===== src/rtl/lpht_pkg.sv =====
package lpht_pkg;

    localparam int KEY_W      = 34;
    localparam int TAG_W      = 32;
    localparam int SLOT_W     = 4;
    localparam int DIGIT_W    = 4;
    localparam int HASH_STEPS = 9;
    localparam int KEY_PAD_W  = HASH_STEPS * DIGIT_W;
    localparam int HCNT_W     = 4;

    typedef enum logic [1:0] {
        CMD_INSERT = 2'd0,
        CMD_SEARCH = 2'd1,
        CMD_DELETE = 2'd2
    } cmd_t;

    localparam logic [1:0] ST_DONE    = 2'd0;
    localparam logic [1:0] ST_MISSING = 2'd1;
    localparam logic [1:0] ST_FULL    = 2'd2;

    typedef enum logic [5:0] {
        S_CLEAR  = 6'b000001,
        S_IDLE   = 6'b000010,
        S_HASH   = 6'b000100,
        S_PROBE  = 6'b001000,
        S_MOVE   = 6'b010000,
        S_FINISH = 6'b100000
    } state_t;

endpackage


===== src/rtl/lpht_ram.sv =====
module lpht_ram #(
    parameter int WIDTH = 8,
    parameter int DEPTH = 16
) (
    input  logic                     clk,
    input  logic                     we,
    input  logic [$clog2(DEPTH)-1:0] waddr,
    input  logic [WIDTH-1:0]         wdata,
    input  logic [$clog2(DEPTH)-1:0] raddr,
    output logic [WIDTH-1:0]         rdata
);

    logic [WIDTH-1:0] mem [DEPTH];
    logic [WIDTH-1:0] rdata_reg;

    always_ff @(posedge clk)
    begin
        if (we)
        begin
            mem[waddr] <= wdata;
        end
        rdata_reg <= mem[raddr];
    end

    assign rdata = rdata_reg;

endmodule


===== src/rtl/linear_probe_hash_table.sv =====
// Linear-probing hash table of TABLE_SIZE slots, each holding a 34-bit key and a 32-bit
// name tag in one synchronous RAM (one write port, one registered read port). After reset
// a clearing pass empties every slot in turn; in_ready stays low meanwhile.
// One command is worked at a time: the home slot (key mod TABLE_SIZE) is formed four
// key bits per cycle, then the RAM is read one slot per cycle from home with
// wrap-around, each read answered in the next cycle, until the slot is decided. The
// unused command code is answered without hashing or probing. in_ready returns as the
// result is loaded, together with out_valid. The result sits in an output register,
// so the next command is taken while it waits.
module linear_probe_hash_table
    import lpht_pkg::*;
#(
    parameter int TABLE_SIZE = 16
) (
    input  logic             clk,
    input  logic             rst_n,
    input  logic             in_valid,
    output logic             in_ready,
    input  logic [1:0]       command,
    input  logic [KEY_W-1:0] key,
    input  logic [TAG_W-1:0] name_tag,
    input  logic             replace_mode,
    output logic             out_valid,
    input  logic             out_ready,
    output logic [1:0]       status,
    output logic [SLOT_W-1:0] slot,
    output logic             displaced
);

    localparam int AW = $clog2(TABLE_SIZE);
    localparam int CW = AW + 1;
    localparam int RW = AW + DIGIT_W;
    localparam int W  = 1 + AW + KEY_W + TAG_W;

    localparam logic [RW-1:0] N1 = RW'(TABLE_SIZE);
    localparam logic [RW-1:0] N2 = RW'(2 * TABLE_SIZE);
    localparam logic [RW-1:0] N4 = RW'(4 * TABLE_SIZE);
    localparam logic [RW-1:0] N8 = RW'(8 * TABLE_SIZE);
    localparam logic [AW-1:0] LAST_IDX = AW'(TABLE_SIZE - 1);
    localparam logic [CW-1:0] LAST_CNT = CW'(TABLE_SIZE - 1);
    localparam logic [CW-1:0] ALL_CNT  = CW'(TABLE_SIZE);

    // One radix-16 step of key mod TABLE_SIZE: input below 16 * TABLE_SIZE.
    function automatic logic [AW-1:0] mod_step(input logic [RW-1:0] t);
        logic [RW-1:0] v;
        v = t;
        if (v >= N8) v = v - N8;
        if (v >= N4) v = v - N4;
        if (v >= N2) v = v - N2;
        if (v >= N1) v = v - N1;
        return v[AW-1:0];
    endfunction

    function automatic logic [AW-1:0] next_idx(input logic [AW-1:0] i);
        return (i == LAST_IDX) ? '0 : i + 1'b1;
    endfunction

    state_t                state_reg, state_next;
    cmd_t                  cmd_reg, cmd_next;
    logic [KEY_W-1:0]      key_reg, key_next;
    logic [TAG_W-1:0]      tag_reg, tag_next;
    logic                  repl_reg, repl_next;
    logic [KEY_PAD_W-1:0]  key_sh_reg, key_sh_next;
    logic [HCNT_W-1:0]     hash_cnt_reg, hash_cnt_next;
    logic [AW-1:0]         home_reg, home_next;
    logic [AW-1:0]         issue_idx_reg, issue_idx_next;
    logic [CW-1:0]         issue_cnt_reg, issue_cnt_next;
    logic                  rsp_valid_reg, rsp_valid_next;
    logic [AW-1:0]         rsp_idx_reg, rsp_idx_next;
    logic [CW-1:0]         rsp_cnt_reg, rsp_cnt_next;
    logic [AW-1:0]         occ_home_reg, occ_home_next;
    logic [KEY_W-1:0]      occ_key_reg, occ_key_next;
    logic [TAG_W-1:0]      occ_tag_reg, occ_tag_next;
    logic [1:0]            res_status_reg, res_status_next;
    logic [AW-1:0]         res_slot_reg, res_slot_next;
    logic                  res_displaced_reg, res_displaced_next;
    logic                  out_valid_reg, out_valid_next;
    logic [1:0]            status_reg, status_next;
    logic [SLOT_W-1:0]     slot_reg, slot_next;
    logic                  displaced_reg, displaced_next;
    logic [AW-1:0]         clr_idx_reg, clr_idx_next;

    logic                  ram_we;
    logic [AW-1:0]         ram_waddr;
    logic [W-1:0]          ram_wdata;
    logic [AW-1:0]         ram_raddr;
    logic [W-1:0]          ram_rdata;

    logic                  d_valid;
    logic [AW-1:0]         d_home;
    logic [KEY_W-1:0]      d_key;
    logic [TAG_W-1:0]      d_tag;
    logic                  hit;
    logic                  last_rsp;
    logic [AW-1:0]         hash_val;
    logic [AW+SLOT_W-1:0]  slot_ext;

    lpht_ram #(
        .WIDTH (W),
        .DEPTH (TABLE_SIZE)
    ) u_ram (
        .clk   (clk),
        .we    (ram_we),
        .waddr (ram_waddr),
        .wdata (ram_wdata),
        .raddr (ram_raddr),
        .rdata (ram_rdata)
    );

    assign d_valid  = ram_rdata[W-1];
    assign d_home   = ram_rdata[W-2 -: AW];
    assign d_key    = ram_rdata[KEY_W+TAG_W-1 -: KEY_W];
    assign d_tag    = ram_rdata[TAG_W-1:0];
    assign hit      = d_valid && (d_key == key_reg);
    assign last_rsp = (rsp_cnt_reg == LAST_CNT);
    assign hash_val = mod_step({home_reg, key_sh_reg[KEY_PAD_W-1 -: DIGIT_W]});
    assign slot_ext = {{SLOT_W{1'b0}}, res_slot_reg};

    always_comb
    begin
        state_next         = state_reg;
        cmd_next           = cmd_reg;
        key_next           = key_reg;
        tag_next           = tag_reg;
        repl_next          = repl_reg;
        key_sh_next        = key_sh_reg;
        hash_cnt_next      = hash_cnt_reg;
        home_next          = home_reg;
        issue_idx_next     = issue_idx_reg;
        issue_cnt_next     = issue_cnt_reg;
        rsp_valid_next     = 1'b0;
        rsp_idx_next       = rsp_idx_reg;
        rsp_cnt_next       = rsp_cnt_reg;
        occ_home_next      = occ_home_reg;
        occ_key_next       = occ_key_reg;
        occ_tag_next       = occ_tag_reg;
        res_status_next    = res_status_reg;
        res_slot_next      = res_slot_reg;
        res_displaced_next = res_displaced_reg;
        out_valid_next     = out_valid_reg && !out_ready;
        status_next        = status_reg;
        slot_next          = slot_reg;
        displaced_next     = displaced_reg;
        clr_idx_next       = clr_idx_reg;
        ram_we             = 1'b0;
        ram_waddr          = rsp_idx_reg;
        ram_wdata          = '0;
        ram_raddr          = issue_idx_reg;

        case (state_reg)
            S_CLEAR:
            begin
                ram_we       = 1'b1;
                ram_waddr    = clr_idx_reg;
                clr_idx_next = next_idx(clr_idx_reg);
                if (clr_idx_reg == LAST_IDX)
                begin
                    state_next = S_IDLE;
                end
            end
            S_IDLE:
            begin
                if (in_valid)
                begin
                    cmd_next           = cmd_t'(command);
                    key_next           = key;
                    tag_next           = name_tag;
                    repl_next          = replace_mode;
                    key_sh_next        = {{(KEY_PAD_W-KEY_W){1'b0}}, key};
                    hash_cnt_next      = '0;
                    home_next          = '0;
                    res_status_next    = ST_MISSING;
                    res_slot_next      = '0;
                    res_displaced_next = 1'b0;
                    case (cmd_t'(command))
                        CMD_INSERT, CMD_SEARCH, CMD_DELETE: state_next = S_HASH;
                        default:                            state_next = S_FINISH;
                    endcase
                end
            end
            S_HASH:
            begin
                // home_reg accumulates the running remainder
                home_next     = hash_val;
                key_sh_next   = key_sh_reg << DIGIT_W;
                hash_cnt_next = hash_cnt_reg + 1'b1;
                if (hash_cnt_reg == HCNT_W'(HASH_STEPS - 1))
                begin
                    issue_idx_next = hash_val;
                    issue_cnt_next = '0;
                    state_next     = S_PROBE;
                end
            end
            S_PROBE:
            begin
                if (issue_cnt_reg != ALL_CNT)
                begin
                    rsp_valid_next = 1'b1;
                    rsp_idx_next   = issue_idx_reg;
                    rsp_cnt_next   = issue_cnt_reg;
                    issue_idx_next = next_idx(issue_idx_reg);
                    issue_cnt_next = issue_cnt_reg + 1'b1;
                end
                if (rsp_valid_reg)
                begin
                    case (cmd_reg)
                        CMD_INSERT:
                        begin
                            if (rsp_cnt_reg == '0)
                            begin
                                if (!d_valid)
                                begin
                                    ram_we          = 1'b1;
                                    ram_wdata       = {1'b1, home_reg, key_reg, tag_reg};
                                    res_status_next = ST_DONE;
                                    res_slot_next   = rsp_idx_reg;
                                    state_next      = S_FINISH;
                                end
                                else
                                begin
                                    // hold the home occupant in case it has to move
                                    occ_home_next = d_home;
                                    occ_key_next  = d_key;
                                    occ_tag_next  = d_tag;
                                end
                            end
                            else if (!d_valid)
                            begin
                                ram_we          = 1'b1;
                                res_status_next = ST_DONE;
                                if (repl_reg && (occ_home_reg != home_reg))
                                begin
                                    ram_wdata          = {1'b1, occ_home_reg, occ_key_reg,
                                                          occ_tag_reg};
                                    res_slot_next      = home_reg;
                                    res_displaced_next = 1'b1;
                                    state_next         = S_MOVE;
                                end
                                else
                                begin
                                    ram_wdata     = {1'b1, home_reg, key_reg, tag_reg};
                                    res_slot_next = rsp_idx_reg;
                                    state_next    = S_FINISH;
                                end
                            end
                            else if (last_rsp)
                            begin
                                res_status_next = ST_FULL;
                                state_next      = S_FINISH;
                            end
                        end
                        CMD_SEARCH, CMD_DELETE:
                        begin
                            if (hit)
                            begin
                                // an all-zero word marks the slot empty
                                ram_we          = (cmd_reg == CMD_DELETE);
                                res_status_next = ST_DONE;
                                res_slot_next   = rsp_idx_reg;
                                state_next      = S_FINISH;
                            end
                            else if (last_rsp)
                            begin
                                state_next = S_FINISH;
                            end
                        end
                        default:
                        begin
                            state_next = S_FINISH;
                        end
                    endcase
                end
            end
            S_MOVE:
            begin
                ram_we     = 1'b1;
                ram_waddr  = home_reg;
                ram_wdata  = {1'b1, home_reg, key_reg, tag_reg};
                state_next = S_FINISH;
            end
            S_FINISH:
            begin
                if (!out_valid_reg || out_ready)
                begin
                    out_valid_next = 1'b1;
                    status_next    = res_status_reg;
                    slot_next      = slot_ext[SLOT_W-1:0];
                    displaced_next = res_displaced_reg;
                    state_next     = S_IDLE;
                end
            end
            default:
            begin
                state_next = S_IDLE;
            end
        endcase
    end

    always_ff @(posedge clk or negedge rst_n)
    begin
        if (!rst_n)
        begin
            state_reg     <= S_CLEAR;
            clr_idx_reg   <= '0;
            rsp_valid_reg <= 1'b0;
            out_valid_reg <= 1'b0;
        end
        else
        begin
            state_reg     <= state_next;
            clr_idx_reg   <= clr_idx_next;
            rsp_valid_reg <= rsp_valid_next;
            out_valid_reg <= out_valid_next;
        end
    end

    always_ff @(posedge clk)
    begin
        cmd_reg           <= cmd_next;
        key_reg           <= key_next;
        tag_reg           <= tag_next;
        repl_reg          <= repl_next;
        key_sh_reg        <= key_sh_next;
        hash_cnt_reg      <= hash_cnt_next;
        home_reg          <= home_next;
        issue_idx_reg     <= issue_idx_next;
        issue_cnt_reg     <= issue_cnt_next;
        rsp_idx_reg       <= rsp_idx_next;
        rsp_cnt_reg       <= rsp_cnt_next;
        occ_home_reg      <= occ_home_next;
        occ_key_reg       <= occ_key_next;
        occ_tag_reg       <= occ_tag_next;
        res_status_reg    <= res_status_next;
        res_slot_reg      <= res_slot_next;
        res_displaced_reg <= res_displaced_next;
        status_reg        <= status_next;
        slot_reg          <= slot_next;
        displaced_reg     <= displaced_next;
    end

    assign in_ready  = (state_reg == S_IDLE);
    assign out_valid = out_valid_reg;
    assign status    = status_reg;
    assign slot      = slot_reg;
    assign displaced = displaced_reg;

    a_no_write_when_ready: assert property (@(posedge clk) disable iff (!rst_n)
        in_ready |-> !ram_we)
        else $error("table written while taking a new command");

    a_one_cmd_at_a_time: assert property (@(posedge clk) disable iff (!rst_n)
        (in_valid && in_ready) |=> !in_ready)
        else $error("second command taken before the first finished");

    a_fail_fields_zero: assert property (@(posedge clk) disable iff (!rst_n)
        (out_valid && (status != ST_DONE)) |-> ((slot == '0) && !displaced))
        else $error("failed command reports a slot or a move");

    a_move_only_on_insert: assert property (@(posedge clk) disable iff (!rst_n)
        (state_reg == S_MOVE) |-> ((cmd_reg == CMD_INSERT) && repl_reg))
        else $error("occupant move outside a replacing insert");

endmodule

===== config.mk =====
export PLATFORM = sky130hd
export DESIGN_NAME = linear_probe_hash_table
export DESIGN_NICKNAME = d
export VERILOG_FILES = /design/src/rtl/lpht_pkg.sv /design/src/rtl/lpht_ram.sv /design/src/rtl/linear_probe_hash_table.sv
export SDC_FILE = /design/constraint.sdc
export NUM_CORES = 1
export LEC_CHECK = 0
export BUFFER_PORTS_ARGS = -buffer_cell sky130_fd_sc_hd__buf_2
export CORE_UTILIZATION = 64
export CTS_BUF_LIST = sky130_fd_sc_hd__clkbuf_8
export DETAILED_ROUTE_END_ITERATION = 8
export GPL_ROUTABILITY_DRIVEN = 0
export HOLD_SLACK_MARGIN = 0.05
export PLACE_DENSITY = 0.82
export SETUP_SLACK_MARGIN = 0.3
export SLEW_MARGIN = 10
export SYNTH_ARGS = -nofsm -noshare
export SYNTH_HDL_FRONTEND = slang
export SYNTH_SLANG_ARGS = --single-unit

===== constraint.sdc =====
create_clock -name clk -period 5.6 [get_ports clk]
set_input_delay 0.84 -clock clk [delete_from_list [all_inputs] [get_ports clk]]
set_output_delay 0.84 -clock clk [all_outputs]
set_load 0.05 [all_outputs]

After elaboration in Yosys (flattened, before gate mapping)
Memory sizes are Yosys's and may differ from the RTL's. A register that Yosys moved wholly into a read port is not among the register bits.
Cells that the tools add are included.
W data, S select, Z words.
{"block": "word_totals", "word_cells": 168, "ram_bits": 1136, "register_bits": 227, "latchBits": 0, "output_inout_bits": 9, "memories": 1, "romBits": 0}
{"name": "u_ram.mem", "words": 16, "width": 71, "read_ports": 1, "rd_ports_with_merged_regs": 1, "wr": 1, "line": "lpht_ram.sv:13", "rtl": "logic [WIDTH-1:0] mem [DEPTH];"}
{"block": "op_classes", "magnitude_cmp": 4, "n_bitwise": 0, "n_mux": 74, "addsub": 8, "n_mul": 0, "shifts": 0, "reduce_logical": 25, "div_mod_pow": 0, "eq_ne": 32}
{"op": "$mux W71", "n": 5}
{"op": "$pmux W71 S2", "n": 1}
{"op": "$mux W6", "n": 12}
{"op": "$pmux W36 S2", "n": 1}
{"op": "$mux W70", "n": 1}
{"op": "$mux W4", "n": 12}
{"op": "$pmux W4 S2", "n": 6}
{"op": "$mux W36", "n": 1}
{"op": "$pmux W6 S6", "n": 1}
{"op": "$eq A34 B34 Y1", "n": 1}
{"op": "$mux W8", "n": 3}
{"op": "$ne A2 B2 Y1 const B", "n": 9}
{"op": "$mux W1", "n": 15}
{"op": "$mux W2", "n": 7}
{"op": "$reduce_and A7 Y1", "n": 2}
{"op": "$add A4 B1 Y4 const B", "n": 3}
{"op": "$eq A4 B4 Y1 const B", "n": 3}
{"op": "$pmux W6 S2", "n": 1}
{"op": "$reduce_and A6 Y1", "n": 2}
{"op": "$mux W5", "n": 2}
{"op": "$pmux W5 S2", "n": 1}
{"op": "$ge A8 B5 Y1 const B", "n": 1}
{"op": "$ge A8 B6 Y1 const B", "n": 1}
{"op": "$ge A8 B7 Y1 const B", "n": 1}
{"op": "34 further kinds", "n": 51}

Depth between registers and ports, before layout
{"block": "depth", "depth_word": 10, "mapped_depth": 9, "mapped_depth_nobuf": 8}

Hierarchy
From an unflattened synthesis, not the netlist that was laid out.
{"block": "unflattened", "cells_unflattened": 2476, "area_unflattened_um2": 53431.2}
{"module": "lpht_ram", "area_per_inst_um2": 43912.1, "cells_per_inst": 1826, "instances": 1, "seq_area_each_um2": 35534.1}
{"module": "linear_probe_hash_table", "area_per_inst_um2": 9519.1, "cells_per_inst": 650, "instances": 1, "seq_area_each_um2": 6757.7}

Least setup slack after synthesis
OpenSTA, ideal clock, no wires.
{"block": "synth_path", "path_type": "register -> register", "startpoint": "register state_reg[2]", "endpoint": "memory u_ram.mem[10][32] (netlist bit), enable pin", "path_stages_with_launch": 7, "slack_ps": 599, "arrival_ps": 4518, "cell_sequence": "dfrtp_1 -> or4_4 -> nor3b_4 -> nor2_4 -> a221oi_4 -> nand2_1 -> nor3_1"}
{"block": "synth_via", "elab_chain_cells": 5, "word_cells_on_any_way": 8, "classes_between": "eq/ne: 3; mux: 4; reduce/logical: 1"}
{"item": "from (decl)", "line": "linear_probe_hash_table.sv:58", "rtl": "state_t state_reg, state_next;"}
{"item": "from (signal assigned)", "line": "linear_probe_hash_table.sv:310", "rtl": "state_reg <= state_next;"}
{"item": "$eq A6 B5 Y1 / $eq A6 B1 Y1 (equally long branches)", "line": "linear_probe_hash_table.sv:150", "rtl": "case (state_reg)"}
{"item": "$reduce_or A2 Y1 (no source line)"}
{"item": "$pmux W1 S2", "line": "linear_probe_hash_table.sv:150"}
{"item": "$mux W1", "line": "lpht_ram.sv:18", "rtl": "if (we)"}
{"item": "$mux W1 (implied by the code)", "line": "lpht_ram.sv:20", "rtl": "mem[waddr] <= wdata;"}
{"item": "to (decl)", "line": "lpht_ram.sv:13"}
Parallel ways exist; a longest one is shown, timed or not.

Final worst setup path
{"block": "layout_path", "startpoint": "register key_reg[24]", "endpoint": "memory u_ram.mem[9][48] (netlist bit), enable pin"}
{"block": "layout_via", "elab_chain_cells": 8}
{"item": "from (decl)", "line": "linear_probe_hash_table.sv:60", "rtl": "logic [KEY_W-1:0] key_reg, key_next;"}
{"item": "from (signal assigned)", "line": "linear_probe_hash_table.sv:320", "rtl": "key_reg <= key_next;"}
{"item": "$eq A34 B34 Y1", "line": "linear_probe_hash_table.sv:114", "rtl": "assign hit = d_valid && (d_key == key_reg);"}
{"item": "$logic_and A1 B1 Y1", "line": "linear_probe_hash_table.sv:114"}
{"item": "$mux W1", "line": "linear_probe_hash_table.sv:254", "rtl": "if (hit)"}
{"item": "$pmux W1 S2", "line": "linear_probe_hash_table.sv:206", "rtl": "case (cmd_reg)"}
{"item": "$mux W1", "line": "linear_probe_hash_table.sv:204", "rtl": "if (rsp_valid_reg)"}
{"item": "$pmux W1 S2", "line": "linear_probe_hash_table.sv:150"}
{"item": "$mux W1", "line": "lpht_ram.sv:18"}
{"item": "$mux W1 (implied by the code)", "line": "lpht_ram.sv:20"}
Every way passes these cells.

==> flow_summary.ini <==
[synthesis]
syn-num-nets = 1561
synth_top_family_by_area = multiplexers
synth.most_common_cell = edfxtp_1
async_reset_ff_frac = 0.0145
yosys-top-cells-count = edfxtp_1 (775), mux4_2 (195), nand2_1 (122)
yosys.area_share.simple = 0.0351
synth_xor_area_frac = 0.0125
synthMuxAreaShare = 0.140
ys_top_cells_by_area = edfxtp_1 (74%), mux4_2 (14%), dfxtp_1 (2.5%)
yosysTopAreaCell = edfxtp_1
postSynthCellCount = 1479
synthAdderAreaFrac = 0.00358
synth_area_um2 = 31500
synth_top_area_frac = 0.740
ys_warn_count = 0
synth_edf_count = 775
ys.flop_type = edfxtp_1
syn_area_per_cell_um2 = 21.3
yosysSeqAreaShare = 0.774
synth-compound-area-share = 0.0228
ys_types = 62
synth-seq-cells = 826

[clock_network]
numCtsBuffers = 121
clock_sinks = 826
clock_path_buffers = 3
cts_tree = done
postCtsResizedCells = 0
cts_root_buf = clkbuf_8
clk_latency_ps = 730
post_cts.repair.setup_buffers = 0
htreeDepth = 3
clk_pin_slew_ps = 60

[cells_and_area]
fin_nets = 1710
multiInputGateArea_um2 = 6840
fillers = 2598
area_delta_synth_final_pct = 11.2
largest_reg_flops = 624
layout-drive-gt1-share = 0.282
seqCellArea_um2 = 24400

[floorplan]
initial_core_util = 0.654
die-area_um2 = 50100
die_h_um = 224
die_w_um = 224
core-area_um2 = 48100
row_count = 80
io_pins = 82

[setup_path]
rr_endpoint = u_ram.mem[9][48]$_DFFE_PP_
critical_path_arrival_ps = 4320
cp.required_ps = 5940
start_kind = flop
reg2reg_from = key_reg[24]$_DFFE_PP_
path_class = reg2reg
r2r_setup_slack_ps = 1620
crit_fanout = 39
end_kind = flop
reg2reg_depth = 7

[power]
p_leak_nw = 13.1
pwr_density_cell_nw_per_um2 = 384
max-vdd-ir-drop_v = 0.000311

[timing]
final.setup.tns_ps = 0
max_freq_ghz = 0.251
relSlewSlack = 0.155
finalHoldViolations = 0
worstMarginPinSlew_ps = 1260
holdWs_ps = 305
finalSetupViolCount = 0
timing.final.crit_share = 0.711
drv_slew = 0
grt_setup_unrepaired = false
clock_skew_ps = 29.0
fin_crit_ps = 3980

[route]
antenna_left = 0
wl_per_cell_um = 29.1
vias = 15900
drt-pass1-iter-count = 8
drc_errors = 0
drtIter0Drc = 2321
drt-total-wl_um = 69600
viasPerCell = 6.65

[grt]
grt_pass1_wl_um = 102000
grt.total_usage = 0.288
grt.overflow.total = 0
antenna_found_initial = 2
grt_max_degree = 160
first_global_vias = 15900

[status]
status = finished clean

[min_path]
hold_path.startpoint = replace_mode
hold_depth = 1
hold_path.class = in2reg
whs_endpoint = repl_reg$_DFFE_PP_

[placed_design]
numPortBuffers = 49
hpwl_um = 36100

[job]
maxCapViolCount = 0
## placed cells by master, fill, tap and decap left out, drive strengths merged, types with 14 or more instances in the layout
cell type    n
nand2      122
clkinv      38
mux4       195
nor2        20
and2        17
nor4        14
a21oi       15
xor2        34
clkbuf     134
inv         62
a22o        41
dfxtp       39
buf         91
edfxtp     775
nor3        24
## cells by family after synthesis
logic type / Yosys count
AO/OA/AOI/OAI: 92
XOR/XNOR: 45
adder cells (fa/ha/maj): 9
buffers and inverters: 80
flip-flops: 826
multiplexers: 197
AND/OR/NAND/NOR: 230
## layer usage
layer	vias to the layer above	wire [um]	global-route usage
met4	2	1760	0.106
met1	8155	26600	0.428
li1	6402	-	-
met3	145	8030	0.0582
met5	-	12	0
met2	1169	33200	0.434
## layout make-up
class,count,share of cell area
antenna,1,0.0000715
clock buffer,134,0.0527
clock inverter,92,0.0136
inverter,14,0.00150
multi-input combinational,573,0.195
sequential,826,0.696
tap,656,0.0234
timing repair buffer,92,0.0174
## power breakdown
part           switching [mW]  internal [mW]  total (mW)  leakage [nW]
clock network            2.24           2.33        4.57          1.36
registers               0.170           7.06        7.23          9.02
logic                    1.07          0.573        1.65          2.72
total                    3.48           9.97        13.4          13.1
## how the worst max path moves through the flow
stage	cells after the start	slack (ps)	endpoint	start
floorplan	6	600	u_ram.mem[10][32]$_DFFE_PP_	state_reg[2]$_DFFE_PN0P_
global placement	7	1810	u_ram.mem[12][58]$_DFFE_PP_	key_reg[24]$_DFFE_PP_
detailed placement	8	1720	u_ram.mem[10][56]$_DFFE_PP_	state_reg[1]$_DFFE_PN0P_
CTS	8	1700	u_ram.mem[11][56]$_DFFE_PP_	state_reg[1]$_DFFE_PN0P_
global route	7	1450	u_ram.mem[10][49]$_DFFE_PP_	key_reg[24]$_DFFE_PP_
finish	7	1620	u_ram.mem[9][48]$_DFFE_PP_	key_reg[24]$_DFFE_PP_
## timing repair
item | in CTS | in global routing
hold endpoints to repair | 11 | 0
setup endpoints to repair | 0 | 0
hold buffers | 1 | 0
## through the flow
stage | utilization | instances | cell area (um^2) | total power, mW | worst slack, ps
after global placement | 0.679 | 2160 | 32700 | 8.94 | 1810
final | 0.727 | 2388 | 35000 | 13.4 | 1620
after global routing | 0.727 | 2388 | 35000 | 13.9 | 1450
after floorplan | - | 1479 | 31500 | 8.47 | 599
after CTS | 0.727 | 2387 | 35000 | 13.5 | 1700
after detailed placement | 0.679 | 2160 | 32700 | 8.99 | 1720
## worst max-delay path: stages (launching register included)
cell and delay (ps):
edfxtp_1 400, xor2_1 160, nor4_1 980, nand2_1 280, nor4_4 420, a21oi_2 330, nor3_2 270, buf_4 730
Note: power is estimated with default switching activity, not from simulation.
